File: src/design/nll_pkg.sv
// Shared types and constants for the nonlinear ladder low-pass filter.
// Used by the controller, the datapath and the divider; depends on nothing.
package nll_pkg;

    localparam int STATE_W = 32;   // ladder state word
    localparam int COEF_W  = 17;   // Q0.16 register, one included
    localparam int QUOT_W  = 31;   // tanh ratio quotient bits
    localparam int DEN_W   = 33;   // normalised numerator / denominator
    localparam int IDX_W   = 2;    // stage / tap index

    localparam logic CFG_CUTOFF    = 1'b0;
    localparam logic CFG_RESONANCE = 1'b1;

    typedef enum logic [4:0] {
        OP_IDLE,
        OP_LOAD,
        OP_MAC_MUL,
        OP_MAC_ADD,
        OP_Y,
        OP_FB_MUL,
        OP_FB_ADD,
        OP_TH_SEL,
        OP_TH_SQ,
        OP_TH_ND,
        OP_TH_NORM,
        OP_TH_DIV,
        OP_TH_WAIT,
        OP_TH_FMUL,
        OP_TH_FIN,
        OP_ST_MUL,
        OP_ST_UPD,
        OP_OUT
    } t_dp_op;

    typedef struct packed {
        t_dp_op             op;
        logic [IDX_W-1:0]   k;      // tap or stage index
        logic               phase;  // 0: tanh of drive, 1: tanh of stage
    } t_dp_cmd;

    typedef struct packed {
        logic d_big;     // denominator still needs a shift
        logic div_busy;
        logic out_free;  // output register can take a new item
    } t_dp_sts;

endpackage

File: src/design/nll_ctrl.sv
// Sequencer of the ladder filter: orders taps, feedback and the eight tanh steps.
// Depends on nll_pkg.
module nll_ctrl import nll_pkg::*; (
    input  logic    i_clk,
    input  logic    i_rst_n,
    input  logic    i_sample_valid,
    output logic    o_sample_stall,
    input  t_dp_sts i_sts,
    output t_dp_cmd o_cmd
);

    typedef enum logic [16:0] {
        S_IDLE    = 17'h00001,
        S_MAC_MUL = 17'h00002,
        S_MAC_ADD = 17'h00004,
        S_Y       = 17'h00008,
        S_FB_MUL  = 17'h00010,
        S_FB_ADD  = 17'h00020,
        S_TH_SEL  = 17'h00040,
        S_TH_SQ   = 17'h00080,
        S_TH_ND   = 17'h00100,
        S_TH_NORM = 17'h00200,
        S_TH_DIV  = 17'h00400,
        S_TH_WAIT = 17'h00800,
        S_TH_FMUL = 17'h01000,
        S_TH_FIN  = 17'h02000,
        S_ST_MUL  = 17'h04000,
        S_ST_UPD  = 17'h08000,
        S_DONE    = 17'h10000
    } t_state;

    t_state           r_state, n_state;
    logic [IDX_W-1:0] r_idx, n_idx;
    logic             r_phase, n_phase;
    t_dp_op           op;

    always_comb begin
        n_state = r_state;
        n_idx   = r_idx;
        n_phase = r_phase;
        op      = OP_IDLE;
        unique case (r_state)
            S_IDLE: begin
                if (i_sample_valid) begin
                    op      = OP_LOAD;
                    n_idx   = '0;
                    n_phase = 1'b0;
                    n_state = S_MAC_MUL;
                end
            end
            S_MAC_MUL: begin
                op      = OP_MAC_MUL;
                n_state = S_MAC_ADD;
            end
            S_MAC_ADD: begin
                op    = OP_MAC_ADD;
                n_idx = r_idx + IDX_W'(1);
                n_state = (r_idx == '1) ? S_Y : S_MAC_MUL;
            end
            S_Y: begin
                op      = OP_Y;
                n_state = S_FB_MUL;
            end
            S_FB_MUL: begin
                op      = OP_FB_MUL;
                n_state = S_FB_ADD;
            end
            S_FB_ADD: begin
                op      = OP_FB_ADD;
                n_state = S_TH_SEL;
            end
            S_TH_SEL: begin
                op      = OP_TH_SEL;
                n_state = S_TH_SQ;
            end
            S_TH_SQ: begin
                op      = OP_TH_SQ;
                n_state = S_TH_ND;
            end
            S_TH_ND: begin
                op      = OP_TH_ND;
                n_state = S_TH_NORM;
            end
            S_TH_NORM: begin
                op = OP_TH_NORM;
                if (!i_sts.d_big) begin
                    n_state = S_TH_DIV;
                end
            end
            S_TH_DIV: begin
                op      = OP_TH_DIV;
                n_state = S_TH_WAIT;
            end
            S_TH_WAIT: begin
                op = OP_TH_WAIT;
                if (!i_sts.div_busy) begin
                    n_state = S_TH_FMUL;
                end
            end
            S_TH_FMUL: begin
                op      = OP_TH_FMUL;
                n_state = S_TH_FIN;
            end
            S_TH_FIN: begin
                op      = OP_TH_FIN;
                n_phase = !r_phase;
                n_state = r_phase ? S_ST_MUL : S_TH_SEL;
            end
            S_ST_MUL: begin
                op      = OP_ST_MUL;
                n_state = S_ST_UPD;
            end
            S_ST_UPD: begin
                op      = OP_ST_UPD;
                n_idx   = r_idx + IDX_W'(1);
                n_state = (r_idx == '1) ? S_DONE : S_TH_SEL;
            end
            S_DONE: begin
                if (i_sts.out_free) begin
                    op      = OP_OUT;
                    n_state = S_IDLE;
                end
            end
            default: begin
                n_state = S_IDLE;
            end
        endcase
    end

    always_ff @(posedge i_clk) begin
        if (!i_rst_n) begin
            r_state <= S_IDLE;
            r_idx   <= '0;
            r_phase <= 1'b0;
        end else begin
            r_state <= n_state;
            r_idx   <= n_idx;
            r_phase <= n_phase;
        end
    end

    assign o_sample_stall = (r_state != S_IDLE);
    assign o_cmd.op       = op;
    assign o_cmd.k        = r_idx;
    assign o_cmd.phase    = r_phase;

endmodule

File: config.mk
export PLATFORM = sky130hd
export DESIGN_NAME = nll_ctrl
export DESIGN_NICKNAME = d
export VERILOG_FILES = /design/src/design/nll_pkg.sv /design/src/design/nll_ctrl.sv
export SDC_FILE = /design/constraint.sdc
export NUM_CORES = 1
export LEC_CHECK = 0
export ABC_AREA = 0
export BUFFER_PORTS_ARGS = -buffer_cell sky130_fd_sc_hd__clkbuf_2
export CAP_MARGIN = 20
export CORE_MARGIN = 2
export CORE_UTILIZATION = 60
export DETAILED_ROUTE_END_ITERATION = 16
export GPL_TIMING_DRIVEN = 0
export PLACE_DENSITY = 0.81
export SYNTH_ARGS = -nofsm -noshare
export SYNTH_HDL_FRONTEND = slang
export SYNTH_SLANG_ARGS = --single-unit
File: constraint.sdc
create_clock -name i_clk -period 4.7 [get_ports i_clk]
set_input_delay 0.94 -clock i_clk [delete_from_list [all_inputs] [get_ports i_clk]]
set_output_delay 0.94 -clock i_clk [all_outputs]
set_load 0.03 [all_outputs]
After elaboration in Yosys (flattened, before gate mapping)
Index checks and enable logic that the tools add are counted.
W data, S select, Z words.
{"block": "word_totals", "register_bits": 20, "input_bits": 6, "output_inout_bits": 9}
{"block": "op_classes", "addsub": 1, "eq_ne": 23, "muxes": 15, "reduce_logical": 7}
{"op": "$pmux W17 S17", "count": 1}
{"op": "$mux W17", "count": 5}
{"op": "$pmux W5 S17", "count": 1}
{"op": "$eq A17 B1 Y1 const B", "count": 1}
{"op": "$eq A17 B10 Y1 const B", "count": 1}
{"op": "$eq A17 B11 Y1 const B", "count": 1}
{"op": "$eq A17 B12 Y1 const B", "count": 1}
{"op": "$eq A17 B13 Y1 const B", "count": 1}
{"op": "$eq A17 B14 Y1 const B", "count": 1}
{"op": "$eq A17 B15 Y1 const B", "count": 1}
{"op": "$eq A17 B16 Y1 const B", "count": 1}
{"op": "$eq A17 B17 Y1 const B", "count": 1}
{"op": "$eq A17 B2 Y1 const B", "count": 1}
{"op": "$eq A17 B3 Y1 const B", "count": 1}
{"op": "$eq A17 B4 Y1 const B", "count": 1}
{"op": "$eq A17 B5 Y1 const B", "count": 1}
{"op": "$eq A17 B6 Y1 const B", "count": 1}
{"op": "$eq A17 B7 Y1 const B", "count": 1}
{"op": "$eq A17 B8 Y1 const B", "count": 1}
{"op": "$eq A17 B9 Y1 const B", "count": 1}
{"op": "$ne A17 B1 Y1 const B", "count": 1}
{"op": "$mux W15", "count": 1}
{"op": "$ne A2 B2 Y1 const B", "count": 4}
{"op": "$mux W5", "count": 1}
{"op": "12 further kinds", "count": 15}

Logic depth before layout (Yosys ltp)
{"block": "logic_depth", "ltp_word": 4, "mapped_depth": 7}

Worst setup path before layout
OpenSTA, ideal clock, no wires.
{"block": "synth_path", "path_kind": "flip-flop to output port", "start": "register r_state[8]", "end": "output port o_cmd[3] in the netlist's numbering", "arrival_ps": 1856, "required_time_ps": 3760, "path_slack_ps": 1904, "stages_incl_launch_ff": 7, "path_cell_list": "dfxtp_1 > nor4_4 > nand2_1 > or4b_2 > nand2_1 > nor3_1 > nand4_1"}
{"item": "start: declaration", "line_no": "nll_ctrl.sv:32", "rtl": "t_state r_state, n_state;"}
{"item": "start signal: assignment", "line_no": "nll_ctrl.sv:136", "rtl": "r_state <= n_state;"}
{"item": "end: declaration", "line_no": "nll_ctrl.sv:9", "rtl": "output t_dp_cmd o_cmd"}

==> reports/metrics.cfg <==
[place]
io_buffers=14
place_ws_ns=1.66
placed_cells=172
gp_congestion=0.887
hpwlAfterDp_um=2070

[synth]
yosysWarnings=0
syn_inst=131
syn_nets=138
ys_async_sr_fraction_pct=0
synth-edff-count=0
ys_ff_latch=20
ys_seq_area_share_pct=33.9
yosysUniqueCellTypes=50
syn_avg_cell_area_um2=9.03
syn_area_um2=1180
synthFlopType=dfxtp_1

[timing]
fmax_ghz=0.295
finalClockSkew_ns=0.00256
report.final.slew_viol_count=0
finalHoldViolCount=0
setup_viol_count_final=0
fin_ws_ns=1.31
slew_headroom_pct=60.8
fin_tns_setup_ns=0
finalCritPeriodShare_pct=72.2
rsz0062_at_grt=false
worst_pin_slew_ns=0.583
period_needed_ns=3.39

[floorplanning]
rows=16
ios=15
initial_core_util_pct=62.2
core_area_um2=1900
chipWidth_um=48.4
dieHeight_um=48.4
die-area_um2=2340

[clocking]
post_cts_buffers=0
cts_hold_buf=0
clockBufferDepth=2
tritoncts=yes
clk_latency_ns=0.30
h-tree-depth=1
cts_sinks=20
cts_resized=0
clkTransAtPathRegs_ns=0.11
cts_made_buffers=3
ctsRootBufferMaster=clkbuf_4

[final_layout]
final_cells=176
fin_util_pct=69.5
fill_cells=156
syn2layout_area_growth_pct=11.9
seq_area_um2=400
multiInputGateArea_um2=752
drive_gt1_share_pct=26.2
fin_nets=157
antennaDiodeCount=0

[grt]
grtUsageTotal_pct=26.1
grt_pass1_wl_um=4710
first_global_vias=1050
antenna_found_initial=0
grt_max_degree=12
grt-ovfl-total=0

[worst_setup_path]
cp_max_fo=6
end_kind=output pin
cp-start-kind=flip-flop
critical_path_class=flip-flop to output pin
crit_required_ns=3.76
cp.arrival_ns=2.45

[routing]
vias=1094
drt_first_pass_iters=4
wire_per_inst_um=15.5
drt-initial-drc-count=57
drc=0
totalWireLength_um=2740
drtAntennaViolNets=0
viasPerCell=6.22

[run_status]
status=finished clean

[power]
p_per_area_nw_per_um2=407
ir_worst_vdd_mv=0.256
finalPower_uw=538
leakagePower_nw=0.546

[flow_run]
cap_violations=0

[min_path]
min_path_type=flip-flop to flip-flop

[path summary, 6_finish.rpt]
| check | depth (start not counted) | to | slack [ns] | from |
|---|---|---|---|---|
| max | 7 | o_cmd[3] | 1.31 | r_state[8] |
| min | 2 | r_state[14] | 0.48 | r_phase |
| max reg2reg | 6 | r_state[5] | 2.61 | r_state[8] |
| min reg2reg | 2 | r_state[14] | 0.48 | r_phase |
[Yosys cell counts, types with 2 or more instances]
cell	instances	area share (%)
nor4_4	2	3.6
nand4b_1	2	1.5
nor3_1	9	3.8
dfxtp_1	20	34
and3_1	2	1.1
nand4_1	6	3.2
xnor2_1	2	1.5
inv_1	2	0.64
nor2_1	14	4.4
nor4_1	5	2.6
and3_2	2	1.3
nand2b_1	4	2.1
nor2b_1	5	2.6
and4_1	2	1.5
and4b_1	2	1.7
nand3_1	3	1.3
a21oi_1	5	2.1
nor3b_1	3	1.9
nand2_1	9	2.9
o21a_1	2	1.3
[cells in the final DEF, fill, tap and decap left out, types with 2 or more instances in the layout]
| cell | count |
|---|---|
| and4b_1 | 2 |
| clkbuf_2 | 14 |
| xnor2_1 | 2 |
| dfxtp_1 | 20 |
| and3_2 | 2 |
| and3_1 | 2 |
| nor3b_1 | 3 |
| and4_1 | 2 |
| clkbuf_4 | 3 |
| nor3_1 | 9 |
| nor2_1 | 14 |
| nand2_1 | 9 |
| nor4_1 | 5 |
| nand2b_1 | 4 |
| nand4b_1 | 2 |
| a21oi_1 | 5 |
| nand3_1 | 3 |
| nor2b_1 | 5 |
| nor4_4 | 2 |
| inv_1 | 2 |
| nand4_1 | 6 |
| o21a_1 | 2 |
[cell type report]
type	instances	area share [%]
Multi-Input combinational cell	106	56.9
Inverter	2	0.568
Sequential cell	20	30.3
Clock buffer	4	2.74
Tap cell	27	2.55
Timing Repair Buffer	14	5.30
Buffer	3	1.70
[logic make-up (layout without fill, tap and decap cells)]
kind of cell | after synthesis | count (layout) | synth area share (%)
simple gates | 87 | 87 | 49.5
xor+xnor | 2 | 2 | 1.48
buf+inv | 5 | 23 | 2.54
fa+ha+maj | 1 | 1 | 1.06
mux | 1 | 1 | 1.27
flops | 20 | 20 | 33.9
compound gates | 15 | 15 | 10.3
[metrics by stage]
| stage | instance area [um2] | hold WS [ns] |
|---|---|---|
| 6_report | 1320 | 0.478 |
| 3_3_place_gp | 1290 | 0.459 |
| 5_1_grt | 1320 | 0.524 |
| 4_1_cts | 1320 | 0.474 |
| 2_1_floorplan | 1180 | 0.432 |
| 3_5_place_dp | 1290 | 0.456 |
[power breakdown]
part           leakage [nW]  switching (mW)  internal, mW  total, mW
Clock                0.0210          0.0544        0.0473      0.102
Sequential            0.162          0.0154         0.181      0.196
Combinational         0.364           0.149        0.0912      0.240
Total                 0.546           0.219         0.320      0.538
[registers in the layout, indices dropped and copies added, names as in the netlist]
register,cells
r_state,17
r_idx,2
r_phase,1
[metal layers]
layer	global-route usage (%)	vias to the layer above	part of all wire, %
li1	-	535	-
met4	13.3	0	2.2
met2	43.1	37	48
met5	0	-	0
met3	4.32	6	6.4
met1	33.1	516	43
[critical path, stage by stage (launching register included)]
cell and delay (ns):
dfxtp_1 0.40, nor4_4 0.46, nand2_1 0.15, or4b_2 0.69, nand2_1 0.08, nor3_1 0.07
nand4_1 0.08, clkbuf_2 0.21
Note: power is estimated with default switching activity, not from simulation.
